===== config.mk =====
export PLATFORM = sky130hd
export DESIGN_NAME = tccs_cursor
export DESIGN_NICKNAME = d
export VERILOG_FILES = /design/src/rtl/tccs_pkg.sv /design/src/rtl/tccs_cursor.sv
export SDC_FILE = /design/constraint.sdc
export NUM_CORES = 1
export LEC_CHECK = 0
export ABC_CLOCK_PERIOD_IN_PS = 3000
export BUFFER_PORTS_ARGS = -buffer_cell sky130_fd_sc_hd__buf_2
export CORE_ASPECT_RATIO = 0.9
export CORE_MARGIN = 1.5
export CORE_UTILIZATION = 35
export CTS_CLUSTER_SIZE = 24
export DETAILED_ROUTE_END_ITERATION = 12
export GPL_TIMING_DRIVEN = 0
export HOLD_SLACK_MARGIN = 0.05
export PLACE_DENSITY_LB_ADDON = 0.08
export RECOVER_POWER = 50
export SKIP_LAST_GASP = 1
export SYNTH_ARGS = -nofsm -noshare
export SYNTH_HDL_FRONTEND = slang
export SYNTH_SLANG_ARGS = --single-unit
export TNS_END_PERCENT = 1

===== constraint.sdc =====
create_clock -name clk -period 3 [get_ports clk]
set_input_delay 0.6 -clock clk [delete_from_list [all_inputs] [get_ports clk]]
set_output_delay 0.6 -clock clk [all_outputs]
set_load 0.005 [all_outputs]

===== src/rtl/tccs_pkg.sv =====
`default_nettype none
// ----------------------------------------------------------------------------
// tccs_pkg
// Shared constants, command codes and helpers of the text console unit.
// ----------------------------------------------------------------------------
package tccs_pkg;

	localparam int COLUMNS    = 80;
	localparam int ROWS       = 25;
	localparam int CELL_COUNT = ROWS * COLUMNS;
	localparam int ADDR_W     = $clog2(CELL_COUNT);

	localparam int CMD_W  = 2;
	localparam int CHAR_W = 8;
	localparam int ATTR_W = 8;
	localparam int ROW_W  = 5;
	localparam int COL_W  = 7;
	localparam int CELL_W = CHAR_W + ATTR_W;

	localparam int S_TDATA_W = 32;
	localparam int M_TDATA_W = 32;

	localparam logic [CHAR_W-1:0] NEWLINE_CODE = 8'd10;
	localparam logic [CHAR_W-1:0] SPACE_CODE   = 8'd32;
	localparam logic [CHAR_W-1:0] FILL_CODE    = 8'd0;
	localparam logic [ATTR_W-1:0] BLANK_RESET  = 8'h0F;

	localparam logic [CMD_W-1:0] CMD_WRITE_CUR = 2'd0;
	localparam logic [CMD_W-1:0] CMD_WRITE_AT  = 2'd1;
	localparam logic [CMD_W-1:0] CMD_READ      = 2'd2;
	localparam logic [CMD_W-1:0] CMD_CLEAR     = 2'd3;

	typedef struct packed {
		logic adv;
		logic home;
		logic use_req;
	} cur_ctl_t;

	function automatic logic [ROW_W-1:0] clamp_row(input logic [ROW_W-1:0] row);
		return (row > ROW_W'(ROWS - 1)) ? ROW_W'(ROWS - 1) : row;
	endfunction

	function automatic logic [COL_W-1:0] clamp_col(input logic [COL_W-1:0] col);
		return (col > COL_W'(COLUMNS - 1)) ? COL_W'(COLUMNS - 1) : col;
	endfunction

	function automatic logic [ADDR_W-1:0] cell_addr(input logic [ROW_W-1:0] row,
			input logic [COL_W-1:0] col);
		logic [ADDR_W-1:0] r;
		r = ADDR_W'(row);
		return r * ADDR_W'(COLUMNS) + ADDR_W'(col);
	endfunction

endpackage
`default_nettype wire


===== src/rtl/tccs_cursor.sv =====
`default_nettype none
// ----------------------------------------------------------------------------
// tccs_cursor
// Cursor position register with base selection and advance logic.
// ----------------------------------------------------------------------------
module tccs_cursor (
	input  wire logic                    clk,
	input  wire logic                    arst_n,
	input  wire tccs_pkg::cur_ctl_t      ctl,
	input  wire logic                    newline,
	input  wire logic [tccs_pkg::ROW_W-1:0] req_row,
	input  wire logic [tccs_pkg::COL_W-1:0] req_col,
	output logic      [tccs_pkg::ROW_W-1:0] base_row,
	output logic      [tccs_pkg::COL_W-1:0] base_col,
	output logic      [tccs_pkg::ROW_W-1:0] nxt_row,
	output logic      [tccs_pkg::COL_W-1:0] nxt_col,
	output logic      [tccs_pkg::ROW_W-1:0] cur_row,
	output logic      [tccs_pkg::COL_W-1:0] cur_col,
	output logic                         wrap
);
	import tccs_pkg::*;

	logic [ROW_W-1:0] row_q;
	logic [COL_W-1:0] col_q;

	always_comb begin
		base_row = ctl.use_req ? clamp_row(req_row) : row_q;
		base_col = ctl.use_req ? clamp_col(req_col) : col_q;
		wrap     = 1'b0;
		nxt_row  = base_row;
		nxt_col  = base_col + COL_W'(1);
		if (newline || base_col == COL_W'(COLUMNS - 1)) begin
			nxt_col = '0;
			if (base_row == ROW_W'(ROWS - 1)) begin
				wrap = 1'b1;
			end else begin
				nxt_row = base_row + ROW_W'(1);
			end
		end
	end

	always_ff @(posedge clk or negedge arst_n) begin
		if (!arst_n) begin
			row_q <= '0;
			col_q <= '0;
		end else if (ctl.home) begin
			row_q <= '0;
			col_q <= '0;
		end else if (ctl.adv) begin
			row_q <= nxt_row;
			col_q <= nxt_col;
		end
	end

	assign cur_row = row_q;
	assign cur_col = col_q;

endmodule
`default_nettype wire


-- Word-level counts from Yosys, hierarchy flattened
Cells that the tools add are included.
W data, S select, Z words.
- flip-flop bits (word level): 12
- input bits: 18
- output and inout bits: 37
- logic and storage cells: 23
- add/sub/neg operators: 2
- order comparisons: 2
- equality and inequality tests: 2
- multiplexer cells: 13
- reduce and logical (&&, ||, !) cells: 2
- operators by type and width (kind ; number):
    $mux W7 ; 5
    $mux W5 ; 6
    $add A7 B1 Y7 const B ; 1
    $eq A7 B7 Y1 const B ; 1
    $gt A7 B7 Y1 const B ; 1
    $add A5 B1 Y5 const B ; 1
    $eq A5 B5 Y1 const B ; 1
    $gt A5 B5 Y1 const B ; 1
    $mux W1 ; 2
    $reduce_bool A2 Y1 ; 1
    $logic_or A1 B1 Y1 ; 1

-- Longest topological paths before layout
- depth in word-level cells: 8
- depth in mapped cells: 12
- gate-level depth less buffers: 8

-- Worst setup path after synthesis
No wires, ideal clock.
- path type: input to output
- from: input port ctl[0] (netlist bit)
- to: output port nxt_row[4] (netlist bit)
- data arrival time: 2588 ps
- required time: 2400 ps
- path slack: -188 ps
- stages on the path: 12
- path buffers: 4
- cells stage by stage: buf_6 > buf_4 > buf_2 > nor2_1 > a31oi_1 > ha_1 > inv_1 > a311oi_4 > o2111a_1 > buf_6 > and4_1 > nor2_1
- word-level cells in the longest chain between the ends: 4
- elaborated cells on any way between the ends: 8
- classes of those cells: add/sub: 1; eq/ne: 2; mux: 4; reduce/logical: 1
- RTL lines (what ; line ; source):
    from (decl) ; tccs_cursor.sv:9 ; input wire tccs_pkg::cur_ctl_t ctl,
    $mux W7 ; tccs_cursor.sv:28 ; base_col = ctl.use_req ? clamp_col(req_col) : col_q;
    via base_col, one bit ; tccs_cursor.sv:14 ; output logic [tccs_pkg::COL_W-1:0] base_col,
    $eq A7 B7 Y1 ; tccs_cursor.sv:32 ; if (newline || base_col == COL_W'(COLUMNS - 1)) begin
    $logic_or A1 B1 Y1 ; tccs_cursor.sv:32 ;
    $mux W5 ; tccs_cursor.sv:32 ;
    to (decl) ; tccs_cursor.sv:15 ; output logic [tccs_pkg::ROW_W-1:0] nxt_row,
The timed path passes the listed nets, and every way through them passes these cells.

-- Worst setup path after layout
- from: input port req_col[6] (netlist bit)
- to: output port nxt_row[4] (netlist bit)
- word-level cells in the longest chain between the ends: 6
- RTL lines (what ; line ; source):
    from (decl) ; tccs_cursor.sv:12 ; input wire logic [tccs_pkg::COL_W-1:0] req_col,
    $gt A7 B7 Y1 ; tccs_pkg.sv:44 ; return (col > COL_W'(COLUMNS - 1)) ? COL_W'(COLUMNS - 1) : col;
    $mux W7 * ; tccs_pkg.sv:44 ;
    $mux W7 * ; tccs_cursor.sv:28 ;
    $eq A7 B7 Y1 * ; tccs_cursor.sv:32 ;
    $logic_or A1 B1 Y1 * ; tccs_cursor.sv:32 ;
    $mux W5 * ; tccs_cursor.sv:32 ;
Every way passes the cells marked *; elsewhere a longest branch is shown, timed or not.

==> impl_metrics.toml <==
[logic_synthesis]
synth_top_family_by_area = "compound AO/OA/AOI/OAI gates"
syn_area_per_cell_um2 = 8.210
ys_types = 46
yosys_warnings = 0
synthSimpleGateAreaFrac_pct = 26.03
synth_compound_area_share_pct = 30.48
synthXorXnorAreaFrac_pct = 4.672
synth_edf_count = 0
synth_ff_type = "dfrtp_1"
async_flop_share_pct = 100.0
synthCells = 137
synth_fa_ha_area_share_pct = 1.112
muxShareOfSynthArea_pct = 1.891
synth-seq-cells = 12
syn_nets = 156
syn_area_um2 = 1125
synth-seq-area-share_pct = 26.70

[drt]
dr.pass1.iters = 7
avgViaCountPerCell = 5.269
wl_met2_um = 1722
wl_per_cell_um = 14.29
route.met3.wl_um = 179
drtAntennaViolNets = 0
met1_length_um = 1704
drc = 0
drt-total-wl_um = 3615
top_layer = "met4"
num_vias = 1333
initialDrtViolationCount = 60

[place]
port_buffers = 52
dp_hpwl_um = 2581
gp_congestion = 0.8689
placed_cells = 231

[worst_setup_path]
end_kind = "primary output"
startpoint_type = "input port"
cp_max_fo = 6
worstSetupPathType = "input port to primary output"
cp.required_ns = 2.40
cp.arrival_ns = 2.37

[power_and_ir_drop]
seqPwrFrac_pct = 36.6
power.density_nw_per_um2 = 289.6
clockPowerShare_pct = 21.5
p_leak_nw = 0.8441
ir_drop_mv = 0.1919
p_comb_share_pct = 41.9
swShare_pct = 35.70
p_switching_mw = 0.1754
p_int_mw = 0.3160

[cells_and_area]
final_common_cell = "buf_2"
area_growth_pct = 50.83
layoutNonFillerInstCount = 253
fin_nets = 232
final_cell_mix = "buf_2 (51), buf_4 (17), nor2_1 (15), dfrtp_1 (12), nand2_1 (10)"
diodes = 0
drive_above_1_share_pct = 46.45

[clock_tree]
path_clk_slew_ns = 0.08
cts_inserted_buffers = 3
clkLatencyLatePin_ns = 0.28
clock_path_buffers = 2
clockRootBuffer = "clkbuf_4"
htreeDepth = 1
cts_sinks = 12
cts_tree = "done"

[floorplan]
rows = 19
die_w_um = 62.76
pin_count = 55
core_um2 = 3067
dieArea_um2 = 3563
die_h_um = 56.78
initial_core_util_pct = 36.68

[global_route]
grt_max_degree = 20
grt.total_usage_pct = 19.43
grt_overflow = 0
grt_pass1_vias = 1103
grt_first_pass_wirelength_um = 5547
antenna_found_initial = 0

[timing]
fin_tns_setup_ns = 0
skew_ns = 0.006270
rsz0062_at_grt = "true"
finalSetupViolCount = 0
worst_pin_slew_ns = 0.7639
min_period_ns = 2.971
post-route-period-util_pct = 99.02
drv_slew = 0
slew_headroom_pct = 49.07
fmaxAchievable_ghz = 0.3366
finalHoldViolations = 0

[hold_path]
hp-class = "input port to asynchronous set/reset pin"

[flow_run]
cap_violations = 0

[status]
status = "completed"
[cells by family after synthesis]
| family | after synthesis |
|---|---|
| and+or+nand+nor | 57 |
| AOI/OAI and AO/OA | 38 |
| buffers and inverters | 21 |
| DFF | 12 |
| xor gates and xnor gates | 6 |
| muxes | 2 |
| adders and majority gates | 1 |
[critical path, cell delays in order]
cell and delay [ns]:
buf_2 0.13, o21ai_4 0.11, a31oi_4 0.20, ha_2 0.20
inv_2 0.05, a311oi_4 0.30, o2111a_1 0.25, buf_6 0.13
and4_4 0.22, nor2_1 0.05, buf_2 0.12
[routing by layer]
| layer | GRT usage [%] | up-vias |
|---|---|---|
| li1 | - | 644 |
| met4 | 1.905 | 0 |
| met2 | 30.41 | 44 |
| met5 | 0 | - |
| met3 | 3.607 | 2 |
| met1 | 28.71 | 643 |
[final cells by class]
class | instances | area, um^2
repair buffers | 72 | 427.9
flip-flops and latches | 12 | 300.3
multi-input cells | 104 | 770.7
clock buffers | 3 | 22.52
inverters | 12 | 45.04
fillers | 320 | 1370
plain buffers | 8 | 77.57
well taps | 42 | 52.55
[registers in the layout, indices dropped and copies added (netlist names)]
name     cells
cur_row      5
cur_col      7
[repair_timing]
action	in CTS	in global routing
cloned	0	1
setup buffers	2	17
endpoints found under the setup margin	12	7
gates resized for setup	1	4
pin swaps	2	6
hold buffers	0	0
[cell usage after synthesis (all sizes together), types with 3 or more instances]
cell	instances	share of area, %
a21oi	7	3.4
a31oi	6	6.0
buf	6	4.1
o32ai	6	4.7
clkbuf	3	1.0
nor2b	3	1.7
dfrtp	12	27
nand3	4	1.8
nand2b	8	4.4
nor2	17	5.7
and2	3	1.7
nor3	3	1.3
inv	12	4.0
o21ai	4	2.8
nand2	10	3.3
nand3b	3	2.0
xnor2	4	3.1
[power by group through the flow]
stage / registers [mW] / clock network, mW / logic (mW)
finish: 0.180 / 0.106 / 0.206
floorplan: 0.182 / 0 / 0.113
global placement: 0.183 / 0 / 0.182
CTS: 0.180 / 0.108 / 0.185
detailed placement: 0.183 / 0 / 0.184
global route: 0.181 / 0.117 / 0.225
[metrics by stage]
stage | hold slack [ns] | area (um^2) | util (%) | setup slack (ns) | total power [mW]
CTS | 0.2032 | 1531 | 49.94 | 0.0009595 | 0.4734
global route | 0.3973 | 1697 | 55.32 | -0.05308 | 0.5236
finish | 0.3562 | 1697 | 55.32 | 0.02934 | 0.4914
detailed placement | 0.5056 | 1506 | 49.12 | -0.3517 | 0.3670
global placement | 0.5040 | 1506 | 49.12 | -0.3139 | 0.3647
floorplan | 0.3044 | 1194 | - | -0.03260 | 0.2946
[worst paths after layout]
path / start / end / slack, ns / cells after the start
max in group asynchronous: arst_n / cur_row[4] / 2.16 / 1
min in group clk: cur_row[4] / cur_row[4] / 0.53 / 2
hold / removal: arst_n / cur_row[2] / 0.36 / 1
hold reg to reg: cur_row[4] / cur_row[4] / 0.53 / 2
setup / recovery: req_col[6] / nxt_row[4] / 0.03 / 11
setup reg to reg: cur_col[0] / cur_row[2] / 0.71 / 11
(Power assumes the default switching activity.)
